==> config.mk <==
export PLATFORM = sky130hd
export DESIGN_NAME = stroke_dab_spacing_generator_top
export DESIGN_NICKNAME = d
export VERILOG_FILES = /design/src/rtl/sdsg_pkg.sv /design/src/rtl/sdsg_div.sv /design/src/rtl/sdsg_sqrt.sv /design/src/rtl/sdsg_dp.sv /design/src/rtl/sdsg_ctrl.sv /design/src/rtl/stroke_dab_spacing_generator_top.sv
export SDC_FILE = /design/constraint.sdc
export NUM_CORES = 2
export LEC_CHECK = 0
export ABC_AREA = 1
export BUFFER_PORTS_ARGS = -buffer_cell sky130_fd_sc_hd__buf_2
export CAP_MARGIN = 0
export CORE_UTILIZATION = 45
export CTS_BUF_LIST = sky130_fd_sc_hd__clkbuf_4 sky130_fd_sc_hd__clkbuf_8
export CTS_CLUSTER_DIAMETER = 30
export CTS_CLUSTER_SIZE = 24
export DETAILED_ROUTE_END_ITERATION = 8
export GPL_ROUTABILITY_DRIVEN = 0
export REMOVE_ABC_BUFFERS = 1
export SLEW_MARGIN = 25
export SYNTH_ARGS = -nofsm -noshare
export SYNTH_HDL_FRONTEND = slang
export SYNTH_SLANG_ARGS = --single-unit
==> constraint.sdc <==
create_clock -name clk -period 12.2 [get_ports clk]
set_input_delay 2.44 -clock clk [delete_from_list [all_inputs] [get_ports clk]]
set_output_delay 2.44 -clock clk [all_outputs]
set_load 0.02 [all_outputs]
==> src/rtl/sdsg_pkg.sv <==
package sdsg_pkg;

  localparam int SPACING_W = 10;
  localparam int COORD_W   = 16;
  localparam int CMD_W     = 2;
  localparam int CARRY_W   = 24;
  localparam int DELTA_W   = COORD_W + 1;
  localparam int SQ_W      = 2 * DELTA_W;
  localparam int RAD_W     = 50;
  localparam int LEN_W     = RAD_W / 2;
  localparam int SP_W      = SPACING_W + 8;
  localparam int DIST_W    = LEN_W + 1;
  localparam int NQ_W      = DIST_W - 8;
  localparam int T_W       = 26;
  localparam int PROD_W    = DELTA_W + T_W;
  localparam int DVD_W     = RAD_W;
  localparam int OFF_W     = 36;
  localparam int CFG_ADDR_W = 3;
  localparam int CFG_DATA_W = 32;
  localparam int MAX_DABS_DEF = 64;

  localparam logic [CMD_W-1:0] CMD_PRESS   = 2'd0;
  localparam logic [CMD_W-1:0] CMD_MOVE    = 2'd1;
  localparam logic [CMD_W-1:0] CMD_RELEASE = 2'd2;

  localparam logic [CFG_ADDR_W-1:0] ADDR_DAB_SPACING = 3'd0;

  typedef struct packed {
    logic delta;
    logic square;
    logic sqrt_start;
    logic divn_start;
    logic divn_save;
    logic dab_init;
    logic axis_y;
    logic mul;
    logic divo_start;
    logic divo_save;
    logic off_clear;
    logic pos;
    logic out_load_press;
    logic out_load_dab;
    logic dab_next;
    logic press;
    logic release_drag;
    logic commit;
  } sdsg_cmd_t;

  typedef struct packed {
    logic [CMD_W-1:0] ev_cmd;
    logic             left;
    logic             vis;
    logic             drag;
    logic             sqrt_busy;
    logic             div_busy;
    logic             n_zero;
    logic             len_zero;
    logic             last;
    logic             out_free;
  } sdsg_stat_t;

  // q8 to whole pixels, half away from zero, wrapped to 16 bits
  function automatic logic [COORD_W-1:0] round_q8(input logic signed [OFF_W-1:0] q);
    logic [OFF_W-1:0] mag;
    logic [OFF_W-1:0] r;
    if (!q[OFF_W-1]) begin
      r = (OFF_W'(q) + OFF_W'(128)) >> 8;
    end else begin
      mag = OFF_W'(-q);
      r = (mag + OFF_W'(128)) >> 8;
      r = OFF_W'(-r);
    end
    return r[COORD_W-1:0];
  endfunction

endpackage

==> src/rtl/sdsg_div.sv <==
module sdsg_div #(
  parameter int DVD_W = sdsg_pkg::DVD_W,
  parameter int DVS_W = sdsg_pkg::LEN_W
) (
  input  logic             clk,
  input  logic             rst_n,
  input  logic             start,
  input  logic [DVD_W-1:0] dividend,
  input  logic [DVS_W-1:0] divisor,
  output logic             busy,
  output logic [DVD_W-1:0] quot,
  output logic [DVS_W-1:0] rem
);

  localparam int CNT_W = $clog2(DVD_W + 1);

  logic [DVD_W-1:0] dvd_r, dvd_nxt;
  logic [DVS_W-1:0] dvs_r, dvs_nxt;
  logic [DVS_W-1:0] rem_r, rem_nxt;
  logic [CNT_W-1:0] cnt_r, cnt_nxt;
  logic             busy_r, busy_nxt;
  logic [DVS_W:0]   sh;
  logic             ge;

  // one quotient bit per cycle, restoring
  assign sh = {rem_r, dvd_r[DVD_W-1]};
  assign ge = sh >= {1'b0, dvs_r};

  always_comb begin
    dvd_nxt  = dvd_r;
    dvs_nxt  = dvs_r;
    rem_nxt  = rem_r;
    cnt_nxt  = cnt_r;
    busy_nxt = busy_r;
    if (start) begin
      dvd_nxt  = dividend;
      dvs_nxt  = divisor;
      rem_nxt  = '0;
      cnt_nxt  = CNT_W'(DVD_W);
      busy_nxt = 1'b1;
    end else if (busy_r) begin
      rem_nxt  = ge ? DVS_W'(sh - {1'b0, dvs_r}) : sh[DVS_W-1:0];
      dvd_nxt  = {dvd_r[DVD_W-2:0], ge};
      cnt_nxt  = cnt_r - CNT_W'(1);
      busy_nxt = cnt_r != CNT_W'(1);
    end
  end

  always_ff @(posedge clk) begin
    if (!rst_n) begin
      busy_r <= 1'b0;
      cnt_r  <= '0;
    end else begin
      busy_r <= busy_nxt;
      cnt_r  <= cnt_nxt;
    end
    dvd_r <= dvd_nxt;
    dvs_r <= dvs_nxt;
    rem_r <= rem_nxt;
  end

  assign busy = busy_r;
  assign quot = dvd_r;
  assign rem  = rem_r;

endmodule

==> src/rtl/sdsg_sqrt.sv <==
module sdsg_sqrt #(
  parameter int RAD_W = sdsg_pkg::RAD_W
) (
  input  logic                 clk,
  input  logic                 rst_n,
  input  logic                 start,
  input  logic [RAD_W-1:0]     radicand,
  output logic                 busy,
  output logic [RAD_W/2-1:0]   root
);

  localparam int ROOT_W = RAD_W / 2;
  localparam int REM_W  = ROOT_W + 3;
  localparam int CNT_W  = $clog2(ROOT_W + 1);

  logic [RAD_W-1:0]  rad_r, rad_nxt;
  logic [ROOT_W-1:0] root_r, root_nxt;
  logic [REM_W-1:0]  rem_r, rem_nxt;
  logic [CNT_W-1:0]  cnt_r, cnt_nxt;
  logic              busy_r, busy_nxt;
  logic [REM_W-1:0]  rem2;
  logic [REM_W-1:0]  trial;
  logic              ge;

  // two radicand bits in, one root bit out per cycle
  assign rem2  = {rem_r[REM_W-3:0], rad_r[RAD_W-1 -: 2]};
  assign trial = {1'b0, root_r, 2'b01};
  assign ge    = rem2 >= trial;

  always_comb begin
    rad_nxt  = rad_r;
    root_nxt = root_r;
    rem_nxt  = rem_r;
    cnt_nxt  = cnt_r;
    busy_nxt = busy_r;
    if (start) begin
      rad_nxt  = radicand;
      root_nxt = '0;
      rem_nxt  = '0;
      cnt_nxt  = CNT_W'(ROOT_W);
      busy_nxt = 1'b1;
    end else if (busy_r) begin
      rad_nxt  = {rad_r[RAD_W-3:0], 2'b00};
      rem_nxt  = ge ? rem2 - trial : rem2;
      root_nxt = {root_r[ROOT_W-2:0], ge};
      cnt_nxt  = cnt_r - CNT_W'(1);
      busy_nxt = cnt_r != CNT_W'(1);
    end
  end

  always_ff @(posedge clk) begin
    if (!rst_n) begin
      busy_r <= 1'b0;
      cnt_r  <= '0;
      root_r <= '0;
    end else begin
      busy_r <= busy_nxt;
      cnt_r  <= cnt_nxt;
      root_r <= root_nxt;
    end
    rad_r <= rad_nxt;
    rem_r <= rem_nxt;
  end

  assign busy = busy_r;
  assign root = root_r;

endmodule

==> src/rtl/sdsg_dp.sv <==
module sdsg_dp #(
  parameter int MAX_DABS = sdsg_pkg::MAX_DABS_DEF
) (
  input  logic                                 clk,
  input  logic                                 rst_n,
  input  logic                                 in_accept,
  input  logic [sdsg_pkg::CMD_W-1:0]           in_cmd,
  input  logic signed [sdsg_pkg::COORD_W-1:0]  in_pointer_x,
  input  logic signed [sdsg_pkg::COORD_W-1:0]  in_pointer_y,
  input  logic                                 in_left_button,
  input  logic                                 in_layer_visible,
  input  logic [sdsg_pkg::SPACING_W-1:0]       dab_spacing,
  input  sdsg_pkg::sdsg_cmd_t                  cmd,
  output sdsg_pkg::sdsg_stat_t                 stat,
  input  logic                                 out_ready,
  output logic                                 out_valid,
  output logic signed [sdsg_pkg::COORD_W-1:0]  out_dab_x,
  output logic signed [sdsg_pkg::COORD_W-1:0]  out_dab_y,
  output logic                                 out_last_dab,
  output logic                                 out_truncated
);

  localparam int CW  = sdsg_pkg::COORD_W;
  localparam int KW  = $clog2(MAX_DABS + 1);
  localparam int DW  = sdsg_pkg::DELTA_W;
  localparam int TW  = sdsg_pkg::T_W;
  localparam int PW  = sdsg_pkg::PROD_W;
  localparam int OW  = sdsg_pkg::OFF_W;
  localparam int LW  = sdsg_pkg::LEN_W;
  localparam int SW  = sdsg_pkg::SP_W;
  localparam int NW  = sdsg_pkg::NQ_W;
  localparam int QW  = sdsg_pkg::DVD_W;

  // latched event
  logic [sdsg_pkg::CMD_W-1:0] ev_cmd_r;
  logic signed [CW-1:0]       px_r, py_r;
  logic                       left_r, vis_r;

  // stroke state
  logic                              drag_r;
  logic signed [CW-1:0]              anchor_x_r, anchor_y_r;
  logic [sdsg_pkg::CARRY_W-1:0]      carried_r;

  // working registers
  logic signed [DW-1:0]         dx_r, dy_r;
  logic [sdsg_pkg::SQ_W-1:0]    dxsq_r, dysq_r;
  logic [NW-1:0]                n_r;
  logic [SW-1:0]                newc_r;
  logic signed [TW-1:0]         t_r;
  logic [KW-1:0]                k_r;
  logic signed [PW-1:0]         prod_r;
  logic signed [OW-1:0]         offx_r, offy_r;
  logic [CW-1:0]                posx_r, posy_r;

  logic                 out_valid_r;
  logic [CW-1:0]        out_x_r, out_y_r;
  logic                 out_last_r, out_trunc_r;

  logic [SW-1:0]                sp;
  logic [sdsg_pkg::SPACING_W-1:0] sp_px;
  logic [LW-1:0]                len;
  logic                         sqrt_busy, div_busy;
  logic [QW-1:0]                div_q;
  logic [LW-1:0]                div_rem;
  logic [QW-1:0]                dvd;
  logic [LW-1:0]                dvs;
  logic [PW-1:0]                prod_abs;
  logic [sdsg_pkg::DIST_W-1:0]  dist_sum;
  logic [sdsg_pkg::RAD_W-1:0]   rad;
  logic [KW-1:0]                m;
  logic                         over;
  logic signed [OW-1:0]         quo_s;
  logic signed [OW-1:0]         off_new;
  logic signed [OW-1:0]         ax_q8, ay_q8;
  logic                         out_free;

  assign sp_px = (dab_spacing == '0) ? sdsg_pkg::SPACING_W'(1) : dab_spacing;
  assign sp    = {sp_px, 8'h00};
  assign dist_sum = sdsg_pkg::DIST_W'(carried_r) + sdsg_pkg::DIST_W'(len);
  assign prod_abs = prod_r[PW-1] ? PW'(-prod_r) : PW'(prod_r);

  assign dvd = cmd.divo_start ? {prod_abs[PW-2:0], 8'h00} : QW'(dist_sum);
  assign dvs = cmd.divo_start ? len : LW'(sp);

  // squared length scaled by 2^16 so the root comes out in q8
  assign rad = {sdsg_pkg::SQ_W'(dxsq_r + dysq_r), 16'h0000};

  sdsg_sqrt #(.RAD_W(sdsg_pkg::RAD_W)) u_sqrt (
    .clk      (clk),
    .rst_n    (rst_n),
    .start    (cmd.sqrt_start),
    .radicand (rad),
    .busy     (sqrt_busy),
    .root     (len)
  );

  sdsg_div #(.DVD_W(QW), .DVS_W(LW)) u_div (
    .clk      (clk),
    .rst_n    (rst_n),
    .start    (cmd.divn_start | cmd.divo_start),
    .dividend (dvd),
    .divisor  (dvs),
    .busy     (div_busy),
    .quot     (div_q),
    .rem      (div_rem)
  );

  assign over  = n_r > NW'(MAX_DABS);
  assign m     = (n_r >= NW'(MAX_DABS)) ? KW'(MAX_DABS) : n_r[KW-1:0];
  assign quo_s = {1'b0, div_q[OW-2:0]};
  assign off_new = prod_r[PW-1] ? -quo_s : quo_s;
  assign ax_q8 = {OW'(anchor_x_r)} <<< 8;
  assign ay_q8 = {OW'(anchor_y_r)} <<< 8;
  assign out_free = !out_valid_r || out_ready;

  always_ff @(posedge clk) begin
    if (!rst_n) begin
      drag_r      <= 1'b0;
      anchor_x_r  <= '0;
      anchor_y_r  <= '0;
      carried_r   <= '0;
      out_valid_r <= 1'b0;
      k_r         <= '0;
    end else begin
      if (cmd.press) begin
        drag_r     <= 1'b1;
        anchor_x_r <= px_r;
        anchor_y_r <= py_r;
        carried_r  <= '0;
      end
      if (cmd.release_drag) begin
        drag_r <= 1'b0;
      end
      if (cmd.commit) begin
        carried_r  <= sdsg_pkg::CARRY_W'(newc_r);
        anchor_x_r <= px_r;
        anchor_y_r <= py_r;
      end
      if (cmd.dab_init) begin
        k_r <= KW'(1);
      end else if (cmd.dab_next) begin
        k_r <= k_r + KW'(1);
      end
      if (cmd.out_load_press || cmd.out_load_dab) begin
        out_valid_r <= 1'b1;
      end else if (out_ready) begin
        out_valid_r <= 1'b0;
      end
    end
  end

  always_ff @(posedge clk) begin
    if (in_accept) begin
      ev_cmd_r <= in_cmd;
      px_r     <= in_pointer_x;
      py_r     <= in_pointer_y;
      left_r   <= in_left_button;
      vis_r    <= in_layer_visible;
    end
    if (cmd.delta) begin
      dx_r <= DW'(px_r) - DW'(anchor_x_r);
      dy_r <= DW'(py_r) - DW'(anchor_y_r);
    end
    if (cmd.square) begin
      dxsq_r <= sdsg_pkg::SQ_W'(dx_r * dx_r);
      dysq_r <= sdsg_pkg::SQ_W'(dy_r * dy_r);
    end
    if (cmd.divn_save) begin
      n_r    <= div_q[NW-1:0];
      newc_r <= div_rem[SW-1:0];
    end
    if (cmd.dab_init) begin
      t_r <= TW'(sp) - TW'(carried_r);
    end else if (cmd.dab_next) begin
      t_r <= t_r + TW'(sp);
    end
    if (cmd.mul) begin
      prod_r <= PW'((cmd.axis_y ? dy_r : dx_r) * t_r);
    end
    if (cmd.off_clear) begin
      offx_r <= '0;
      offy_r <= '0;
    end else if (cmd.divo_save) begin
      if (cmd.axis_y) offy_r <= off_new;
      else offx_r <= off_new;
    end
    if (cmd.pos) begin
      posx_r <= sdsg_pkg::round_q8(ax_q8 + offx_r);
      posy_r <= sdsg_pkg::round_q8(ay_q8 + offy_r);
    end
    if (cmd.out_load_press) begin
      out_x_r     <= px_r;
      out_y_r     <= py_r;
      out_last_r  <= 1'b1;
      out_trunc_r <= 1'b0;
    end else if (cmd.out_load_dab) begin
      out_x_r     <= posx_r;
      out_y_r     <= posy_r;
      out_last_r  <= k_r == m;
      out_trunc_r <= (k_r == m) && over;
    end
  end

  always_comb begin
    stat.ev_cmd    = ev_cmd_r;
    stat.left      = left_r;
    stat.vis       = vis_r;
    stat.drag      = drag_r;
    stat.sqrt_busy = sqrt_busy;
    stat.div_busy  = div_busy;
    stat.n_zero    = n_r == '0;
    stat.len_zero  = len == '0;
    stat.last      = k_r == m;
    stat.out_free  = out_free;
  end

  assign out_valid     = out_valid_r;
  assign out_dab_x     = out_x_r;
  assign out_dab_y     = out_y_r;
  assign out_last_dab  = out_last_r;
  assign out_truncated = out_trunc_r;

  a_units_exclusive: assert property (@(posedge clk) disable iff (!rst_n)
    !(sqrt_busy && div_busy))
    else $error("sqrt and divider active together");

  a_load_when_free: assert property (@(posedge clk) disable iff (!rst_n)
    (cmd.out_load_press || cmd.out_load_dab) |-> out_free)
    else $error("output register overwritten");

  a_carry_below_spacing: assert property (@(posedge clk) disable iff (!rst_n)
    cmd.commit |=> (carried_r < sdsg_pkg::CARRY_W'($past(sp))))
    else $error("carried distance not below spacing");

  a_k_in_range: assert property (@(posedge clk) disable iff (!rst_n)
    cmd.out_load_dab |-> (k_r != '0 && k_r <= KW'(MAX_DABS)))
    else $error("dab index out of range");

endmodule

==> src/rtl/sdsg_ctrl.sv <==
module sdsg_ctrl (
  input  logic                 clk,
  input  logic                 rst_n,
  input  logic                 in_valid,
  output logic                 in_ready,
  input  sdsg_pkg::sdsg_stat_t stat,
  output sdsg_pkg::sdsg_cmd_t  cmd
);

  typedef enum logic [4:0] {
    S_IDLE, S_DECODE, S_PRESS, S_SQUARE, S_SQRT_GO, S_SQRT_WAIT,
    S_DIVN_GO, S_DIVN_WAIT, S_NCHECK, S_MULX, S_DIVX_GO, S_DIVX_WAIT,
    S_MULY, S_DIVY_GO, S_DIVY_WAIT, S_POS, S_EMIT
  } state_t;

  state_t state_r, state_nxt;

  always_comb begin
    state_nxt = state_r;
    cmd = '0;
    unique case (state_r)
      S_IDLE: begin
        if (in_valid) state_nxt = S_DECODE;
      end
      S_DECODE: begin
        cmd.delta = 1'b1;
        priority if (stat.ev_cmd == sdsg_pkg::CMD_PRESS && stat.left && stat.vis) begin
          state_nxt = S_PRESS;
        end else if (stat.ev_cmd == sdsg_pkg::CMD_RELEASE && stat.left) begin
          cmd.release_drag = 1'b1;
          state_nxt = S_IDLE;
        end else if (stat.ev_cmd == sdsg_pkg::CMD_MOVE && stat.drag && stat.vis) begin
          state_nxt = S_SQUARE;
        end else begin
          state_nxt = S_IDLE;
        end
      end
      S_PRESS: begin
        if (stat.out_free) begin
          cmd.press = 1'b1;
          cmd.out_load_press = 1'b1;
          state_nxt = S_IDLE;
        end
      end
      S_SQUARE: begin
        cmd.square = 1'b1;
        state_nxt = S_SQRT_GO;
      end
      S_SQRT_GO: begin
        cmd.sqrt_start = 1'b1;
        state_nxt = S_SQRT_WAIT;
      end
      S_SQRT_WAIT: begin
        if (!stat.sqrt_busy) state_nxt = S_DIVN_GO;
      end
      S_DIVN_GO: begin
        cmd.divn_start = 1'b1;
        state_nxt = S_DIVN_WAIT;
      end
      S_DIVN_WAIT: begin
        if (!stat.div_busy) begin
          cmd.divn_save = 1'b1;
          cmd.dab_init = 1'b1;
          state_nxt = S_NCHECK;
        end
      end
      S_NCHECK: begin
        if (stat.n_zero) begin
          cmd.commit = 1'b1;
          state_nxt = S_IDLE;
        end else begin
          state_nxt = S_MULX;
        end
      end
      S_MULX: begin
        if (stat.len_zero) begin
          cmd.off_clear = 1'b1;
          state_nxt = S_POS;
        end else begin
          cmd.mul = 1'b1;
          state_nxt = S_DIVX_GO;
        end
      end
      S_DIVX_GO: begin
        cmd.divo_start = 1'b1;
        state_nxt = S_DIVX_WAIT;
      end
      S_DIVX_WAIT: begin
        if (!stat.div_busy) begin
          cmd.divo_save = 1'b1;
          state_nxt = S_MULY;
        end
      end
      S_MULY: begin
        cmd.axis_y = 1'b1;
        cmd.mul = 1'b1;
        state_nxt = S_DIVY_GO;
      end
      S_DIVY_GO: begin
        cmd.axis_y = 1'b1;
        cmd.divo_start = 1'b1;
        state_nxt = S_DIVY_WAIT;
      end
      S_DIVY_WAIT: begin
        cmd.axis_y = 1'b1;
        if (!stat.div_busy) begin
          cmd.divo_save = 1'b1;
          state_nxt = S_POS;
        end
      end
      S_POS: begin
        cmd.pos = 1'b1;
        state_nxt = S_EMIT;
      end
      S_EMIT: begin
        if (stat.out_free) begin
          cmd.out_load_dab = 1'b1;
          if (stat.last) begin
            cmd.commit = 1'b1;
            state_nxt = S_IDLE;
          end else begin
            cmd.dab_next = 1'b1;
            state_nxt = S_MULX;
          end
        end
      end
      default: state_nxt = S_IDLE;
    endcase
  end

  always_ff @(posedge clk) begin
    if (!rst_n) begin
      state_r <= S_IDLE;
    end else begin
      state_r <= state_nxt;
    end
  end

  assign in_ready = state_r == S_IDLE;

  a_save_after_wait: assert property (@(posedge clk) disable iff (!rst_n)
    cmd.divo_save |-> !stat.div_busy)
    else $error("offset saved while divider busy");

  a_accept_only_idle: assert property (@(posedge clk) disable iff (!rst_n)
    (in_valid && in_ready) |=> state_r == S_DECODE)
    else $error("accepted request not decoded");

  a_commit_once: assert property (@(posedge clk) disable iff (!rst_n)
    cmd.commit |=> state_r == S_IDLE)
    else $error("commit without return to idle");

endmodule

==> src/rtl/stroke_dab_spacing_generator_top.sv <==
// channel   direction  handshake               payload
// in_*      input      in_valid / in_ready     cmd, pointer_x, pointer_y, left_button,
//                                              layer_visible
// out_*     output     out_valid / out_ready   dab_x, dab_y, last_dab, truncated
// cfg_*     input      apb, cfg_pready tied 1  dab_spacing at byte address 0
//
// one request at a time; release and ignored requests return to idle from decode, a press after loading its output
// a move runs the sqrt unit (25 steps), then the serial divider (50 steps)
// for the dab count, then for each dab two 50-step
// divisions for the x and y offsets on the shared divider
// rst_n is synchronous, active low; spacing resets to 1, no drag in progress
// a stalled out_ready holds the dab in the output register; the sequencer
// waits only when the next output (a dab or a press) is ready to load

module stroke_dab_spacing_generator_top #(
  parameter int MAX_DABS = sdsg_pkg::MAX_DABS_DEF
) (
  input  logic                                 clk,
  input  logic                                 rst_n,
  // request channel
  input  logic                                 in_valid,
  output logic                                 in_ready,
  input  logic [sdsg_pkg::CMD_W-1:0]           in_cmd,
  input  logic signed [sdsg_pkg::COORD_W-1:0]  in_pointer_x,
  input  logic signed [sdsg_pkg::COORD_W-1:0]  in_pointer_y,
  input  logic                                 in_left_button,
  input  logic                                 in_layer_visible,
  // dab channel
  output logic                                 out_valid,
  input  logic                                 out_ready,
  output logic signed [sdsg_pkg::COORD_W-1:0]  out_dab_x,
  output logic signed [sdsg_pkg::COORD_W-1:0]  out_dab_y,
  output logic                                 out_last_dab,
  output logic                                 out_truncated,
  // configuration
  input  logic                                 cfg_psel,
  input  logic                                 cfg_penable,
  input  logic                                 cfg_pwrite,
  input  logic [sdsg_pkg::CFG_ADDR_W-1:0]      cfg_paddr,
  input  logic [sdsg_pkg::CFG_DATA_W-1:0]      cfg_pwdata,
  output logic [sdsg_pkg::CFG_DATA_W-1:0]      cfg_prdata,
  output logic                                 cfg_pready
);

  logic [sdsg_pkg::SPACING_W-1:0] spacing_r;
  logic                           cfg_wr;
  logic                           in_accept;
  sdsg_pkg::sdsg_cmd_t            cmd;
  sdsg_pkg::sdsg_stat_t           stat;

  // register write in the access phase
  assign cfg_pready = 1'b1;
  assign cfg_wr = cfg_psel && cfg_penable && cfg_pwrite &&
                  (cfg_paddr == sdsg_pkg::ADDR_DAB_SPACING);

  always_ff @(posedge clk) begin
    if (!rst_n) begin
      spacing_r <= sdsg_pkg::SPACING_W'(1);
    end else if (cfg_wr) begin
      spacing_r <= cfg_pwdata[sdsg_pkg::SPACING_W-1:0];
    end
  end

  // raw value reads back; zero acts as one inside the datapath
  assign cfg_prdata = (cfg_paddr == sdsg_pkg::ADDR_DAB_SPACING) ?
                      sdsg_pkg::CFG_DATA_W'(spacing_r) : '0;

  assign in_accept = in_valid && in_ready;

  // sequencer: decodes the request and steps the shared units
  sdsg_ctrl u_ctrl (
    .clk      (clk),
    .rst_n    (rst_n),
    .in_valid (in_valid),
    .in_ready (in_ready),
    .stat     (stat),
    .cmd      (cmd)
  );

  // datapath: stroke state, sqrt, divider, offset and rounding, output register
  sdsg_dp #(.MAX_DABS(MAX_DABS)) u_dp (
    .clk              (clk),
    .rst_n            (rst_n),
    .in_accept        (in_accept),
    .in_cmd           (in_cmd),
    .in_pointer_x     (in_pointer_x),
    .in_pointer_y     (in_pointer_y),
    .in_left_button   (in_left_button),
    .in_layer_visible (in_layer_visible),
    .dab_spacing      (spacing_r),
    .cmd              (cmd),
    .stat             (stat),
    .out_ready        (out_ready),
    .out_valid        (out_valid),
    .out_dab_x        (out_dab_x),
    .out_dab_y        (out_dab_y),
    .out_last_dab     (out_last_dab),
    .out_truncated    (out_truncated)
  );

endmodule
==> results.txt <==
worst clock skew -> 0.0617 ns
Post-Route Setup TNS -> 0 ns
largest net degree at the start of global routing -> 80
met3 WL -> 14.4 mm
total grt overflow -> 0
EDFF count, synth -> 414
Worst Path Required -> 12.92 ns
sequential area share after synthesis -> 22.8%
Die Ht -> 411 µm
Critical Path Max Stage Delay -> 1.17 ns
initial antenna violation count -> 3
mapped cell area -> 75300 µm²
CTS sink cnt -> 651
top-area cell type share of the netlist area -> 27.8%
Max Cap Viol -> 0
main flop type after synthesis -> edfxtp_1
clock slew at reported path FFs -> 0.05 ns
# resized after CTS -> 0
Synth top cells by count -> inv_1 (1961), nand2_1 (1583), fa_1 (1047), nor2_1 (677), ha_1 (521)
Final Max Tran Viols -> 0
unrepaired setup endpoints after global routing -> no
CP max-delay cell -> fa_1
drc violations -> 0
I/O Pins -> 147
Syn-to-layout area delta -> 8.97%
fin util -> 49.6%
most area-consuming cells after synthesis -> fa_1 (28%), edfxtp_1 (17%), inv_1 (9.8%)
Routed wire per std cell -> 18.2 µm
Synth cell types -> 75
ratio of cells with drive above 1 in the final layout -> 7.15%
Pre-antenna DRT Iters -> 6
root buf cell -> clkbuf_8
worst path arrival time -> 10.05 ns
area occupied by multi-input gates -> 49600 µm²
post-DP HPWL -> 165 mm
Vias per Instance -> 5.19
Cell Rows -> 149
Peak Freq -> 107 MHz
Hold Path Depth -> 1
number of hold buffers added after CTS -> 0
Layout Nets -> 10700
Top Metal Used -> met4
DR iter-0 viols -> 4382
crit-path max FO -> 34
H-tree depth -> 4
met2 WL -> 94.5 mm
DIE WIDTH -> 411 µm
status -> complete, no violations
Slew headroom -> 29.4%
first-pass GRT wire length -> 331 mm
#FFs+latches synth -> 651
Tcrit/Tclk final -> 76.5%
reg2reg path depth -> 36
met1 wire length -> 91.6 mm
Final Hold Fails -> 0
worst-margin pin slew -> 1.06 ns
Post-CTS Setup Bufs -> 0
CTS Buffer Depth -> 3
Worst Hold Class -> flip-flop to flip-flop
die footprint -> 169000 µm²
Final setup viols -> 0
FF+latch area -> 17200 µm²
Post-Syn Instances -> 8934
WS Path Type -> flip-flop to flip-flop
post-route minimum period -> 9.33 ns
CTS Buf Count -> 159
CP most frequent cell -> inv_1
asr flop ratio synth -> 0%
Core ar. -> 166000 µm²
most common cell in the synthesized netlist -> inv_1
Via Count -> 58800
Avg Inst Size Synth -> 8.43 µm²
number of synthesis warnings -> 0
Initial Util -> 45.5%
Port Buffer Count -> 101
CTS tree -> done
post-synth top area cell -> fa_1
Overall Global Routing Usage -> 25.0%
Worst Setup End Kind -> flip-flop
fillers -> 15800
worst-skew pair later-pin latency -> 0.91 ns
DRT Wirelength -> 206 mm
Antenna Nets Post-Route -> 0
vias in the first global route -> 60200
CP startpoint kind -> flip-flop
-- per-stage QoR --
stage / instance area, µm² / cells / setup WS (ns) / hold slack [ns]
after floorplan: 74200 / 8664 / 4.16 / 0.426
after global placement: 78100 / 11000 / 2.97 / 0.449
after detailed placement: 78100 / 11000 / 2.86 / 0.461
after CTS: 82000 / 11300 / 2.85 / 0.463
after global routing: 82100 / 11300 / 2.24 / 0.488
final: 82100 / 11300 / 2.87 / 0.461
-- path summary, 6_finish.rpt --
check,startpoint,end,slack (ns)
max,u_ctrl.state_r[2],u_dp.prod_r[41],2.87
max reg2reg,u_ctrl.state_r[2],u_dp.prod_r[41],2.87
min,u_dp.ev_cmd_r[1],u_dp.drag_r,0.46
min reg2reg,u_dp.ev_cmd_r[1],u_dp.drag_r,0.46
-- sequential cells by signal, indices dropped and copies added (netlist names), 26 cells and up --
name and cells:
u_dp.prod_r 43, u_dp.dxsq_r 33, u_dp.u_div.quot 50, u_dp.u_sqrt.rem_r 26
u_dp.offy_r 36, u_dp.dysq_r 33, u_dp.t_r 26, u_dp.offx_r 36
u_dp.u_sqrt.rad_r 34
-- final cells by class --
class	instances	area share, %
Clock buffer	183	2.94
Inverter	1998	9.14
Clock inverter	112	1.81
Tap cell	2189	3.34
Timing Repair Buffer	188	1.46
Multi-Input combinational cell	6015	60.4
Antenna cell	5	0.0152
Sequential cell	651	20.9
-- kinds of logic after synthesis --
group	share of synthesized area (%)
AO/OA/AOI/OAI	9.48
multiplexers	0.0133
adder cells (fa/ha/maj)	36.5
flip-flops	22.8
AND/OR/NAND/NOR	15.9
XOR/XNOR	3.65
buffers and inverters	11.6
other	0.00997
-- per-layer routing --
metal  up-vias  track usage [%]
met5         -                0
met4         0             7.80
li1      28000                -
met2      1742             39.8
met1     28700             34.7
met3       311             4.29
-- critical path: cells and delay by family (launching register included) --
family	cells	cell delay [ns]
simple gates	12	1.96
compound gates	3	0.51
buf+inv	13	2.03
flops	1	0.36
xor+xnor	1	0.17
fa+ha+maj	7	4.06
-- placed cells by master (no fill, tap or decap), types with 21 or more instances in the layout --
| cell | synthesis | final |
|---|---|---|
| o21ai_0 | 447 | 437 |
| nor2_1 | 677 | 671 |
| nor4_1 | 22 | 22 |
| o211ai_1 | 48 | 48 |
| or2_2 | 25 | 25 |
| nor3_1 | 61 | 61 |
| inv_1 | 1961 | 1958 |
| clkbuf_8 | 0 | 166 |
| dfxtp_1 | 237 | 236 |
| nand3_1 | 231 | 231 |
| nand2_2 | 29 | 30 |
| nor2_2 | 20 | 21 |
| edfxtp_1 | 414 | 414 |
| xor2_1 | 182 | 182 |
| nand2_1 | 1583 | 1582 |
| a31oi_1 | 37 | 37 |
| conb_1 | 2 | 23 |
| bufinv_16 | 0 | 29 |
| inv_2 | 26 | 30 |
| o21bai_1 | 60 | 60 |
| nand4_1 | 85 | 85 |
| buf_4 | 26 | 85 |
| o31ai_1 | 24 | 24 |
| ha_1 | 521 | 521 |
| o21ai_1 | 28 | 35 |
| clkinv_2 | 1 | 21 |
| nand3b_1 | 26 | 26 |
| buf_2 | 30 | 101 |
| fa_1 | 1047 | 1047 |
| a21oi_1 | 511 | 511 |
| xnor2_1 | 132 | 132 |
Power is not shown: default switching activity piles up to over one toggle a cycle in this logic, so the estimate is an artifact.
